**src/design/lsc_pkg.sv**
```systemverilog
`timescale 1ns / 1ps
// ----------------------------------------------------------------------------
// lsc_pkg
// Shared types and constants of the load/store core with its window cache.
// ----------------------------------------------------------------------------
package lsc_pkg;

  localparam int unsigned DATA_DEPTH     = 32;
  localparam int unsigned WINDOW_ENTRIES = 8;
  localparam int unsigned REG_COUNT      = 16;

  localparam int unsigned WORD_W = 32;
  localparam int unsigned INSTR_W = 16;
  localparam int unsigned ADDR_W = $clog2(DATA_DEPTH);
  localparam int unsigned WIN_IDX_W = $clog2(WINDOW_ENTRIES);
  localparam int unsigned REG_IDX_W = $clog2(REG_COUNT);

  // window placement around the missed address
  localparam int unsigned WIN_LO  = (WINDOW_ENTRIES - 1) / 2;
  localparam int unsigned WIN_HI  = WINDOW_ENTRIES / 2;
  localparam int unsigned WIN_TOP =
      (DATA_DEPTH >= WINDOW_ENTRIES) ? DATA_DEPTH - WINDOW_ENTRIES : 0;

  // stream packing
  localparam int unsigned IN_FIELDS_W = INSTR_W + ADDR_W + WORD_W;
  localparam int unsigned IN_TDATA_W  = ((IN_FIELDS_W + 7) / 8) * 8;
  localparam int unsigned IN_TUSER_W  = 2;
  localparam int unsigned OUT_TDATA_W = WORD_W;
  localparam int unsigned OUT_TUSER_W = 2;

  typedef enum logic [1:0] {
    OP_WRITE = 2'd0,
    OP_START = 2'd1,
    OP_EXEC  = 2'd2,
    OP_READ  = 2'd3
  } lsc_op_e;

  typedef enum logic [1:0] {
    INS_LOAD  = 2'd0,
    INS_STORE = 2'd1,
    INS_ADD   = 2'd2,
    INS_SUB   = 2'd3
  } lsc_ins_e;

  typedef enum logic [3:0] {
    S_IDLE,
    S_DECODE,
    S_READ_B,
    S_EXEC,
    S_READ_DM,
    S_FILL,
    S_FILL_LAST,
    S_WB,
    S_DONE
  } lsc_state_e;

endpackage

```
**src/design/load_store_core_with_window_cache.sv**
```systemverilog
`timescale 1ns / 1ps
// ----------------------------------------------------------------------------
// load_store_core_with_window_cache
// Small load/store core with a register file, a data memory and a window cache.
// ----------------------------------------------------------------------------
// One beat in, one beat out. The core takes a beat only when idle, then runs it
// through a short sequencer around one shared adder/subtractor, a register file
// with one read port and a single-read-port data memory. Start and a miss refill
// the window by walking WINDOW_ENTRIES words through the data memory read port,
// one word a cycle, then drain the last read in S_FILL_LAST. A finished result
// sits in the output register while the next beat is accepted.
module load_store_core_with_window_cache (
  input  logic                           clk_i,
  input  logic                           rst_ni,
  input  logic                           s_axis_tvalid_i,
  output logic                           s_axis_tready_o,
  // instruction [15:0], mem_address [20:16], mem_data [52:21], zero pad
  input  logic [lsc_pkg::IN_TDATA_W-1:0]  s_axis_tdata_i,
  // operation [1:0]
  input  logic [lsc_pkg::IN_TUSER_W-1:0]  s_axis_tuser_i,
  output logic                           m_axis_tvalid_o,
  input  logic                           m_axis_tready_i,
  // result_value [31:0]
  output logic [lsc_pkg::OUT_TDATA_W-1:0] m_axis_tdata_o,
  // cache_hit [0], window_refilled [1]
  output logic [lsc_pkg::OUT_TUSER_W-1:0] m_axis_tuser_o
);

  import lsc_pkg::*;

  lsc_state_e state_q, state_d;

  // latched beat
  lsc_op_e              op_q;
  logic [INSTR_W-1:0]   instr_q;
  logic [ADDR_W-1:0]    haddr_q;
  logic [WORD_W-1:0]    hdata_q;

  lsc_ins_e             ins_type;
  logic [REG_IDX_W-1:0] ra, rb, rd;
  logic [ADDR_W-1:0]    maddr;

  // register file
  logic [WORD_W-1:0]    rf_mem [REG_COUNT];
  logic [REG_COUNT-1:0] rf_valid_q;
  logic [WORD_W-1:0]    rf_rdata_q;
  logic                 rf_rvld_q;
  logic [WORD_W-1:0]    rf_rword;
  logic [REG_IDX_W-1:0] rf_raddr, rf_waddr;
  logic                 rf_we, rf_clr;
  logic [WORD_W-1:0]    rf_wdata;

  // data memory
  logic [WORD_W-1:0]     dm_mem [DATA_DEPTH];
  logic [DATA_DEPTH-1:0] dm_valid_q;
  logic [WORD_W-1:0]     dm_rdata_q;
  logic                  dm_rvld_q;
  logic [WORD_W-1:0]     dm_rword;
  logic [ADDR_W-1:0]     dm_raddr;
  logic                  dm_we;
  logic [WORD_W-1:0]     dm_wdata;

  // window cache
  logic [ADDR_W-1:0]         win_tag_q  [WINDOW_ENTRIES];
  logic [WORD_W-1:0]         win_word_q [WINDOW_ENTRIES];
  logic [WINDOW_ENTRIES-1:0] win_valid_q;
  logic [ADDR_W-1:0]         lk_addr;
  logic                      lk_found;
  logic [WIN_IDX_W-1:0]      lk_idx;
  logic                      win_inval;
  logic [ADDR_W-1:0]         first_calc;

  // refill walk
  logic [ADDR_W-1:0]    first_q;
  logic [WIN_IDX_W-1:0] cnt_q;
  logic                 pend_q;
  logic [WIN_IDX_W-1:0] pend_idx_q;
  logic [ADDR_W-1:0]    pend_tag_q;
  logic                 pend_in_q;
  logic [ADDR_W:0]      fill_addr;
  logic                 fill_in;
  logic                 fill_issue;

  // shared adder/subtractor
  logic [WORD_W-1:0] alu_a, alu_b, alu_y;
  logic              alu_sub;

  // result
  logic [WORD_W-1:0] op_a_q;
  logic [WORD_W-1:0] load_val_q;
  logic [WORD_W-1:0] res_value_q;
  logic              res_hit_q, res_refill_q;
  logic              out_load;
  logic              m_tvalid_q;
  logic [WORD_W-1:0] m_tdata_q;
  logic [OUT_TUSER_W-1:0] m_tuser_q;

  logic in_accept;

  assign in_accept = s_axis_tvalid_i && s_axis_tready_o;
  assign s_axis_tready_o = (state_q == S_IDLE);

  assign ins_type = lsc_ins_e'(instr_q[15:14]);
  assign ra       = instr_q[13:10];
  assign rb       = instr_q[9:6];
  assign rd       = instr_q[3:0];
  assign maddr    = instr_q[ADDR_W-1:0];

  assign rf_rword = rf_rvld_q ? rf_rdata_q : '0;
  assign dm_rword = dm_rvld_q ? dm_rdata_q : '0;

  // shared unit
  assign alu_y = alu_sub ? (alu_a - alu_b) : (alu_a + alu_b);
  assign fill_addr = alu_y[ADDR_W:0];
  assign fill_in   = (fill_addr < (ADDR_W + 1)'(DATA_DEPTH));

  // window lookup, lowest matching entry wins
  assign lk_addr = (op_q == OP_EXEC) ? maddr : haddr_q;

  always_comb begin
    lk_found = 1'b0;
    lk_idx   = '0;
    for (int i = WINDOW_ENTRIES - 1; i >= 0; i--) begin
      if (win_tag_q[i] == lk_addr) begin
        lk_found = 1'b1;
        lk_idx   = WIN_IDX_W'(i);
      end
    end
  end

  always_comb begin
    logic [ADDR_W:0] la;
    la = {1'b0, lk_addr};
    if (la < (ADDR_W + 1)'(WIN_LO)) begin
      first_calc = '0;
    end else if (la + (ADDR_W + 1)'(WIN_HI) > (ADDR_W + 1)'(DATA_DEPTH - 1)) begin
      first_calc = ADDR_W'(WIN_TOP);
    end else begin
      first_calc = ADDR_W'(la - (ADDR_W + 1)'(WIN_LO));
    end
  end

  // next state
  always_comb begin
    state_d = state_q;
    unique case (state_q)
      S_IDLE: begin
        if (in_accept) state_d = S_DECODE;
      end
      S_DECODE: begin
        unique case (op_q)
          OP_WRITE: state_d = S_DONE;
          OP_START: state_d = S_FILL;
          OP_READ:  state_d = S_READ_DM;
          OP_EXEC: begin
            if (ins_type == INS_LOAD) begin
              state_d = (lk_found && win_valid_q[lk_idx]) ? S_WB : S_FILL;
            end else begin
              state_d = S_READ_B;
            end
          end
          default: state_d = S_IDLE;
        endcase
      end
      S_READ_B: begin
        state_d = (ins_type == INS_STORE) ? S_DONE : S_EXEC;
      end
      S_EXEC:    state_d = S_DONE;
      S_READ_DM: state_d = S_DONE;
      S_FILL: begin
        if (cnt_q == WIN_IDX_W'(WINDOW_ENTRIES - 1)) state_d = S_FILL_LAST;
      end
      S_FILL_LAST: begin
        state_d = (op_q == OP_START) ? S_DONE : S_WB;
      end
      S_WB: state_d = S_DONE;
      S_DONE: begin
        if (!m_tvalid_q || m_axis_tready_i) state_d = S_IDLE;
      end
      default: state_d = S_IDLE;
    endcase
  end

  // datapath control
  always_comb begin
    rf_raddr   = ra;
    rf_we      = 1'b0;
    rf_waddr   = rd;
    rf_wdata   = alu_y;
    rf_clr     = 1'b0;
    dm_raddr   = haddr_q;
    dm_we      = 1'b0;
    dm_wdata   = hdata_q;
    win_inval  = 1'b0;
    fill_issue = 1'b0;
    alu_a      = WORD_W'(first_q);
    alu_b      = WORD_W'(cnt_q);
    alu_sub    = 1'b0;
    out_load   = 1'b0;
    unique case (state_q)
      S_DECODE: begin
        if (op_q == OP_WRITE) begin
          dm_we     = 1'b1;
          win_inval = lk_found;
        end
        if (op_q == OP_START) rf_clr = 1'b1;
      end
      S_READ_B: begin
        rf_raddr = rb;
        if (ins_type == INS_STORE) begin
          dm_we     = 1'b1;
          dm_wdata  = rf_rword;
          win_inval = lk_found;
        end
      end
      S_EXEC: begin
        alu_a   = op_a_q;
        alu_b   = rf_rword;
        alu_sub = (ins_type == INS_SUB);
        rf_we   = 1'b1;
      end
      S_FILL: begin
        fill_issue = 1'b1;
        dm_raddr   = fill_addr[ADDR_W-1:0];
      end
      S_WB: begin
        rf_we    = 1'b1;
        rf_waddr = ra;
        rf_wdata = load_val_q;
      end
      S_DONE: begin
        out_load = !m_tvalid_q || m_axis_tready_i;
      end
      default: begin
      end
    endcase
  end

  // control registers
  always_ff @(posedge clk_i or negedge rst_ni) begin
    if (!rst_ni) begin
      state_q     <= S_IDLE;
      rf_valid_q  <= '0;
      dm_valid_q  <= '0;
      win_valid_q <= '0;
      for (int i = 0; i < WINDOW_ENTRIES; i++) win_tag_q[i] <= '0;
      cnt_q       <= '0;
      pend_q      <= 1'b0;
      m_tvalid_q  <= 1'b0;
    end else begin
      state_q <= state_d;
      if (rf_clr) rf_valid_q <= '0;
      else if (rf_we) rf_valid_q[rf_waddr] <= 1'b1;
      if (dm_we) dm_valid_q[lk_addr] <= 1'b1;
      if (win_inval) win_valid_q[lk_idx] <= 1'b0;
      if (pend_q) begin
        win_tag_q[pend_idx_q]   <= pend_tag_q;
        win_valid_q[pend_idx_q] <= pend_in_q;
      end
      if (state_q == S_DECODE) cnt_q <= '0;
      else if (fill_issue) cnt_q <= cnt_q + 1'b1;
      pend_q <= fill_issue;
      if (out_load) m_tvalid_q <= 1'b1;
      else if (m_axis_tready_i) m_tvalid_q <= 1'b0;
    end
  end

  // payload registers
  always_ff @(posedge clk_i) begin
    if (in_accept) begin
      op_q    <= lsc_op_e'(s_axis_tuser_i[1:0]);
      instr_q <= s_axis_tdata_i[INSTR_W-1:0];
      haddr_q <= s_axis_tdata_i[INSTR_W +: ADDR_W];
      hdata_q <= s_axis_tdata_i[INSTR_W + ADDR_W +: WORD_W];
      res_value_q  <= '0;
      res_hit_q    <= 1'b0;
      res_refill_q <= 1'b0;
    end
    if (state_q == S_DECODE) begin
      first_q <= (op_q == OP_START) ? '0 : first_calc;
      if (op_q == OP_WRITE) res_value_q <= hdata_q;
      if (op_q == OP_START) res_refill_q <= 1'b1;
      if (op_q == OP_EXEC && ins_type == INS_LOAD) begin
        if (lk_found && win_valid_q[lk_idx]) begin
          load_val_q <= win_word_q[lk_idx];
          res_hit_q  <= 1'b1;
        end else begin
          res_refill_q <= 1'b1;
        end
      end
    end
    if (state_q == S_READ_B) begin
      op_a_q <= rf_rword;
      if (ins_type == INS_STORE) res_value_q <= rf_rword;
    end
    if (state_q == S_EXEC) res_value_q <= alu_y;
    if (state_q == S_READ_DM) res_value_q <= dm_rword;
    if (state_q == S_WB) res_value_q <= load_val_q;
    if (fill_issue) begin
      pend_idx_q <= cnt_q;
      pend_tag_q <= fill_addr[ADDR_W-1:0];
      pend_in_q  <= fill_in;
    end
    if (pend_q) begin
      win_word_q[pend_idx_q] <= pend_in_q ? dm_rword : '0;
      if (pend_in_q && pend_tag_q == maddr) load_val_q <= dm_rword;
    end
    if (out_load) begin
      m_tdata_q <= res_value_q;
      m_tuser_q <= {res_refill_q, res_hit_q};
    end
  end

  // register file and data memory
  always_ff @(posedge clk_i) begin
    if (rf_we) rf_mem[rf_waddr] <= rf_wdata;
    rf_rdata_q <= rf_mem[rf_raddr];
    rf_rvld_q  <= rf_valid_q[rf_raddr];
  end

  always_ff @(posedge clk_i) begin
    if (dm_we) dm_mem[lk_addr] <= dm_wdata;
    dm_rdata_q <= dm_mem[dm_raddr];
    dm_rvld_q  <= dm_valid_q[dm_raddr];
  end

  assign m_axis_tvalid_o = m_tvalid_q;
  assign m_axis_tdata_o  = m_tdata_q;
  assign m_axis_tuser_o  = m_tuser_q;

  a_fill_ends: assert property (@(posedge clk_i) disable iff (!rst_ni)
    (state_q == S_FILL && cnt_q == WIN_IDX_W'(WINDOW_ENTRIES - 1))
      |=> (state_q == S_FILL_LAST))
    else $error("refill walk did not end after the last entry");

  a_fill_no_inval: assert property (@(posedge clk_i) disable iff (!rst_ni)
    !(pend_q && win_inval))
    else $error("window refill and invalidate in the same cycle");

  a_miss_lands: assert property (@(posedge clk_i) disable iff (!rst_ni)
    (state_q == S_WB && !res_hit_q) |-> (lk_found && win_valid_q[lk_idx]))
    else $error("refilled window does not hold the missed address");

  a_hit_no_refill: assert property (@(posedge clk_i) disable iff (!rst_ni)
    (state_q == S_DONE) |-> !(res_hit_q && res_refill_q))
    else $error("beat flagged as both hit and refill");

  a_rf_one_write: assert property (@(posedge clk_i) disable iff (!rst_ni)
    !(rf_we && rf_clr))
    else $error("register write during register clear");

endmodule

```
**config.mk**
```make
export PLATFORM = sky130hd
export DESIGN_NAME = load_store_core_with_window_cache
export DESIGN_NICKNAME = d
export VERILOG_FILES = /design/src/design/lsc_pkg.sv /design/src/design/load_store_core_with_window_cache.sv
export SDC_FILE = /design/constraint.sdc
export NUM_CORES = 2
export LEC_CHECK = 0
export BUFFER_PORTS_ARGS = -buffer_cell sky130_fd_sc_hd__buf_2
export CAP_MARGIN = 10
export CORE_UTILIZATION = 55
export DETAILED_ROUTE_END_ITERATION = 6
export PLACE_DENSITY = 0.71
export SETUP_SLACK_MARGIN = 0.02
export SLEW_MARGIN = 20
export SYNTH_ARGS = -nofsm -noshare
export SYNTH_HDL_FRONTEND = slang
export SYNTH_SLANG_ARGS = --single-unit
```
**constraint.sdc**
```tcl
create_clock -name clk_i -period 7.77 [get_ports clk_i]
set_clock_uncertainty 0.15 [all_clocks]
set_input_delay 0.777 -clock clk_i [delete_from_list [all_inputs] [get_ports clk_i]]
set_output_delay 0.777 -clock clk_i [all_outputs]
set_load 0.01 [all_outputs]
```
# == Yosys cells after proc, flatten, opt, wreduce, memory -nomap -nowiden ==
# Memory sizes are Yosys's and may differ from the RTL's. A register that Yosys moved wholly into a read port is not among the register bits.
# Cells that the tools add are included.
# word_totals
register_bits,308
ram_bits,1792
in_bits,62
output_inout_bits,36
word_cells,214
memories,3
# op_classes
n_addsub,5
order_cmp,15
n_eq_ne,26
n_mux,105
bitwise,5
n_reduce_logical,22
# mem_list
name,depth,word_bits,rd,rd_clocked_by_memory_dff,wr,line,source
dm_mem,32,32,1,1,1,load_store_core_with_window_cache.sv:54,logic [WORD_W-1:0] dm_mem [DATA_DEPTH];
rf_mem,16,32,1,1,1,load_store_core_with_window_cache.sv:44,logic [WORD_W-1:0] rf_mem [REG_COUNT];
win_word_q,8,32,1,0,1,load_store_core_with_window_cache.sv:65,logic [WORD_W-1:0] win_word_q [WINDOW_ENTRIES];
# ops
cell,n
32-bit 2-to-1 mux,22
5-bit == test,9
1-bit 2-to-1 mux,42
40-bit bitwise mux,1
3-bit 2-to-1 mux,11
32-bit adder,1
16-bit 2-to-1 mux,2
32-bit OR,1
32-bit subtractor,1
4-bit 2-to-1 mux,7
4-bit case mux with 7 select lines,1
5-bit 2-to-1 mux,4
4-bit by 3-bit == test with 1-bit output (second input constant),4
8-bit 2-to-1 mux,2
16-bit OR,1
4-bit case mux with 4 select lines,1
5-bit demux with 3-bit select,1
5-bit by 6-bit < comparator with 1-bit output (second input constant),2
4-bit by 5-bit < comparator with 1-bit output (second input constant),2
1-bit logical AND,9
8-bit bitwise AND,1
8-bit bitwise mux,1
4-bit by 2-bit == test with 1-bit output (second input constant),2
3-bit by 4-bit < comparator with 1-bit output (second input constant),2
other kinds (36),48

# == Depth between registers and ports, before layout ==
# logic_depth
word_depth,20
mapped_depth,23
mapped_depth_nobuf,21

# == Least setup slack after synthesis ==
# OpenSTA, ideal clock, no wires.
# synth_path
path_type,register to register
start,register state_q[3]
end,"memory rf_mem[0][29], data pin"
setup_ns,0.330
t_arrival_ns,5.440
t_required_ns,7.290
setup_slack_ns,1.850
stages_incl_launch_ff,23
path_buffers,4
period_less_slack_ns,5.920
cell_sequence,dfrtp_1 > nor4bb_1 > clkbuf_1 > clkbuf_1 > clkbuf_1 > buf_1 > a21boi_0 > ha_1 > nand2_1 > or2_2 > nand2_1 > nand2_1 > nand2_1 > ha_1 > nand2_1 > or3_1 > inv_1 > nand4_1 > o21ai_0 > o21ai_0 > o31ai_1 > xnor2_1 > o21ai_0
# synth_via
elab_chain_cells,5
word_cells_on_any_way,9
classes_between,2 x add/sub; 2 x eq/ne; 5 x mux
# synth_rtl
element,line,source
"start, declared",load_store_core_with_window_cache.sv:31,"lsc_state_e state_q, state_d;"
"start signal, assigned",load_store_core_with_window_cache.sv:251,state_q <= state_d;
4-bit by 2-bit == test with 1-bit output,load_store_core_with_window_cache.sv:200,unique case (state_q)
32-bit 2-to-1 mux,load_store_core_with_window_cache.sv:200,
32-bit adder or 32-bit subtractor (tied branches),load_store_core_with_window_cache.sv:113,assign alu_y = alu_sub ? (alu_a - alu_b) : (alu_a + alu_b);
32-bit 2-to-1 mux,load_store_core_with_window_cache.sv:113,
32-bit 2-to-1 mux *,load_store_core_with_window_cache.sv:200,
via rf_wdata[29],load_store_core_with_window_cache.sv:51,logic [WORD_W-1:0] rf_wdata;
"end, declared",load_store_core_with_window_cache.sv:44,
# Mark *: on every way through the listed nets, which the timed path passes. The rest lies on a longest branch.

# == Final worst setup path ==
# layout_path
start,register state_q[3]
end,"memory rf_mem[5][29], data pin"
# Same word-level chain as after synthesis.

==> flow_metrics.env <==
export IMPL_num_io_pins=98
export IMPL_synth_nets=5062
export IMPL_crit_type="reg2reg"
export IMPL_portBuffers=93
export IMPL_hold_viol=0
export IMPL_antenna_left=0
export IMPL_cts_root_buffer_cell="clkbuf_16"
export IMPL_ys_warn_count=0
export IMPL_rsz0062_at_grt="no"
export IMPL_avgRoutedWirePerCell_um=29.8
export IMPL_leakagePower_nw=33.1
export IMPL_rows=145
export IMPL_tightest_slew_ns=1.13
export IMPL_hpwl_um=127000
export IMPL_synthArstFlopShare=0.0485
export IMPL_hold_path_class="in2reg"
export IMPL_initial_core_util=0.554
export IMPL_power_density_nw_per_um2=409
export IMPL_synth_top_family_by_area="multiplexers"
export IMPL_drc=0
export IMPL_finalPower_mw=40.2
export IMPL_synth_mux_area_frac=0.137
export IMPL_vias=47600
export IMPL_clockBufferDepth=3
export IMPL_fin_nets=5293
export IMPL_cp_cell_sequence="nor2_1 -> nand3_2 -> buf_4 -> nor2_1 -> a21oi_1 -> ha_1 -> nand2_1 -> or2_2 -> nand2_1 -> nand2_1 -> o211ai_1 -> ha_1 -> o2111a_1 -> o41a_1 -> nor2_1 -> o21ai_0 -> buf_4 -> o21ai_0 -> o31ai_1 -> xnor2_1 -> o21ai_1"
export IMPL_synth_distinct_cells=80
export IMPL_area_growth_pct=13.5
export IMPL_synth_edf_count=1926
export IMPL_ys_seq_area_frac=0.728
export IMPL_vdd_ir_drop_max_mv=0.386
export IMPL_setup_viol=0
export IMPL_cts_max_level=4
export IMPL_dr_pass1_iters=6
export IMPL_overflow=0
export IMPL_final_common_cell="edfxtp_1"
export IMPL_die_area_um2=159000
export IMPL_worstPathArrival_ns=6.92
export IMPL_drive_above_1_share=0.242
export IMPL_fp_dieH_um=399
export IMPL_maxSlewViolCount=0
export IMPL_core_area_um2=156000
export IMPL_synthXorXnorAreaFrac=0.00838
export IMPL_crit_path_max_fanout=27
export IMPL_critPathBufInv=2
export IMPL_timing_final_crit_share=0.851
export IMPL_cts_tree="done"
export IMPL_max_slew_margin=0.244
export IMPL_routed_via_density=6.40
export IMPL_final_cell_mix="1,926 x edfxtp_1, 424 x nand2_1, 396 x mux4_2"
export IMPL_post_cts_buffers=0
export IMPL_critPathTopFamily="compound AO/OA/AOI/OAI gates"
export IMPL_grt_pass1_wl_um=319000
export IMPL_synth_ff_type="edfxtp_1"
export IMPL_critPathLaunchType="register"
export IMPL_synth_compound_area_frac=0.0519
export IMPL_synthSimpleGateAreaFrac=0.0535
export IMPL_grt_pass1_vias=47100
export IMPL_period_needed_ns=6.62
export IMPL_routabilityCongestion=0.902
export IMPL_yosys_register_bits=2163
export IMPL_synth_adder_area_share=0.00571
export IMPL_grt_usage=0.280
export IMPL_crit_required_ns=8.07
export IMPL_synth_area_um2=86700
export IMPL_clk_pin_slew_ns=0.06
export IMPL_die_w_um=399
export IMPL_grt_max_degree=133
export IMPL_drt_total_wl_um=222000
export IMPL_cts_sinks=2163
export IMPL_netlist_instances=4961
export IMPL_avgSynthCellArea_um2=17.5
export IMPL_endpoint_kind="register"
export IMPL_fmax_mhz=151
export IMPL_cpMaxStageDelayCell="o21ai_1"
export IMPL_dr_first_iter_drc_count=6086
export IMPL_critical_path_max_stage_delay_ns=0.87
export IMPL_drv_cap=0
export IMPL_tns_ns=0
export IMPL_cts_made_buffers=208
export IMPL_status="completed"
export IMPL_clk_latency_ns=0.84
export IMPL_antenna_found_initial=11
-- cells by family (layout without fill, tap and decap cells) --
kind of cell / count (synthesis) / count (layout)
flip-flops: 2163 / 2163
other: 0 / 3
AND/OR/NAND/NOR: 998 / 998
multiplexers: 670 / 670
adder cells (fa/ha/maj): 39 / 39
buffers and inverters: 349 / 765
AO/OA/AOI/OAI: 659 / 659
XOR/XNOR: 83 / 83
-- final timing paths --
path / depth (start not counted) / start / slack (ns) / end
max in group asynchronous: 3 / rst_ni / 5.80 / win_tag_q[33]$_DFFE_PN0P_
hold / removal: 1 / s_axis_tdata_i[28] / 0.07 / hdata_q[7]$_DFFE_PP_
setup / recovery: 21 / state_q[3]$_DFFE_PN0P_ / 1.15 / rf_mem[5][29]$_DFFE_PP_
setup reg to reg: 21 / state_q[3]$_DFFE_PN0P_ / 1.15 / rf_mem[5][29]$_DFFE_PP_
hold reg to reg: 0 / res_hit_q$_DFF_P_ / 0.29 / m_axis_tuser_o[0]$_DFFE_PP_
min in group asynchronous: 2 / rst_ni / 0.38 / rf_valid_q[15]$_DFFE_PN0P_
-- power by group --
| part | switching [mW] | internal, mW | leakage, nW |
|---|---|---|---|
| logic | 8.46 | 4.55 | 9.76 |
| clock network | 4.34 | 5.94 | 3.43 |
| registers | 0.837 | 16.1 | 19.9 |
| total | 13.6 | 26.6 | 33.1 |
-- what timing repair did --
| action | CTS | global route |
|---|---|---|
| resized for setup | 0 | 0 |
| hold buffers | 47 | 0 |
| hold endpoints to repair | 94 | 0 |
-- final cells by class --
cell class | count | area (µm²)
Timing Repair Buffer | 312 | 2470
Clock buffer | 303 | 5960
Antenna cell | 3 | 7.51
Tap cell | 2058 | 2570
Sequential cell | 2163 | 63100
Inverter | 58 | 218
Clock inverter | 92 | 1090
Multi-Input combinational cell | 2449 | 23000
Fill cell | 10800 | 58000
-- stage by stage --
stage	hold WS (ns)	utilization	cells	area, µm²	setup slack, ns
after floorplan	0.258	-	4961	86700	1.85
after detailed placement	0.273	0.581	6993	90900	1.35
after global routing	0.0403	0.629	7435	98400	0.705
after CTS	0.0434	0.629	7435	98400	1.30
after global placement	0.270	0.580	6991	90800	1.45
final	0.0726	0.629	7438	98400	1.15
-- per-layer routing --
| metal | GRT usage | vias up | wire [µm] |
|---|---|---|---|
| met3 | 0.0586 | 418 | 22100 |
| met2 | 0.442 | 2414 | 105000 |
| met5 | 0 | - | 21 |
| met1 | 0.388 | 24700 | 86400 |
| li1 | - | 20100 | - |
| met4 | 0.101 | 4 | 8130 |
-- flip-flops by register name, summed over array words and instances (netlist names), 40 cells and up --
signal / cells
win_word_q: 256
dm_mem: 1024
rf_mem: 512
win_tag_q: 40
-- synth_stat cells, types with 33 or more instances --
master	instances	share of area
nand3_1	43	0.0025
o211ai_1	58	0.0050
o221ai_1	33	0.0033
or2_2	43	0.0031
dfxtp_1	132	0.030
ha_1	38	0.0055
and3_1	38	0.0027
buf_1	64	0.0028
mux2i_1	143	0.017
a211oi_1	84	0.0073
inv_1	57	0.0025
edfxtp_1	1926	0.67
xnor2_1	58	0.0059
a21oi_1	115	0.0066
nor2_1	213	0.0092
a31oi_1	59	0.0043
nand2_1	424	0.018
mux2_2	127	0.016
dfrtp_1	105	0.030
mux4_2	396	0.10
o21ai_0	161	0.0093
clkbuf_1	210	0.0091
nand4_1	39	0.0028
and2_1	103	0.0074
(Power assumes the default switching activity.)
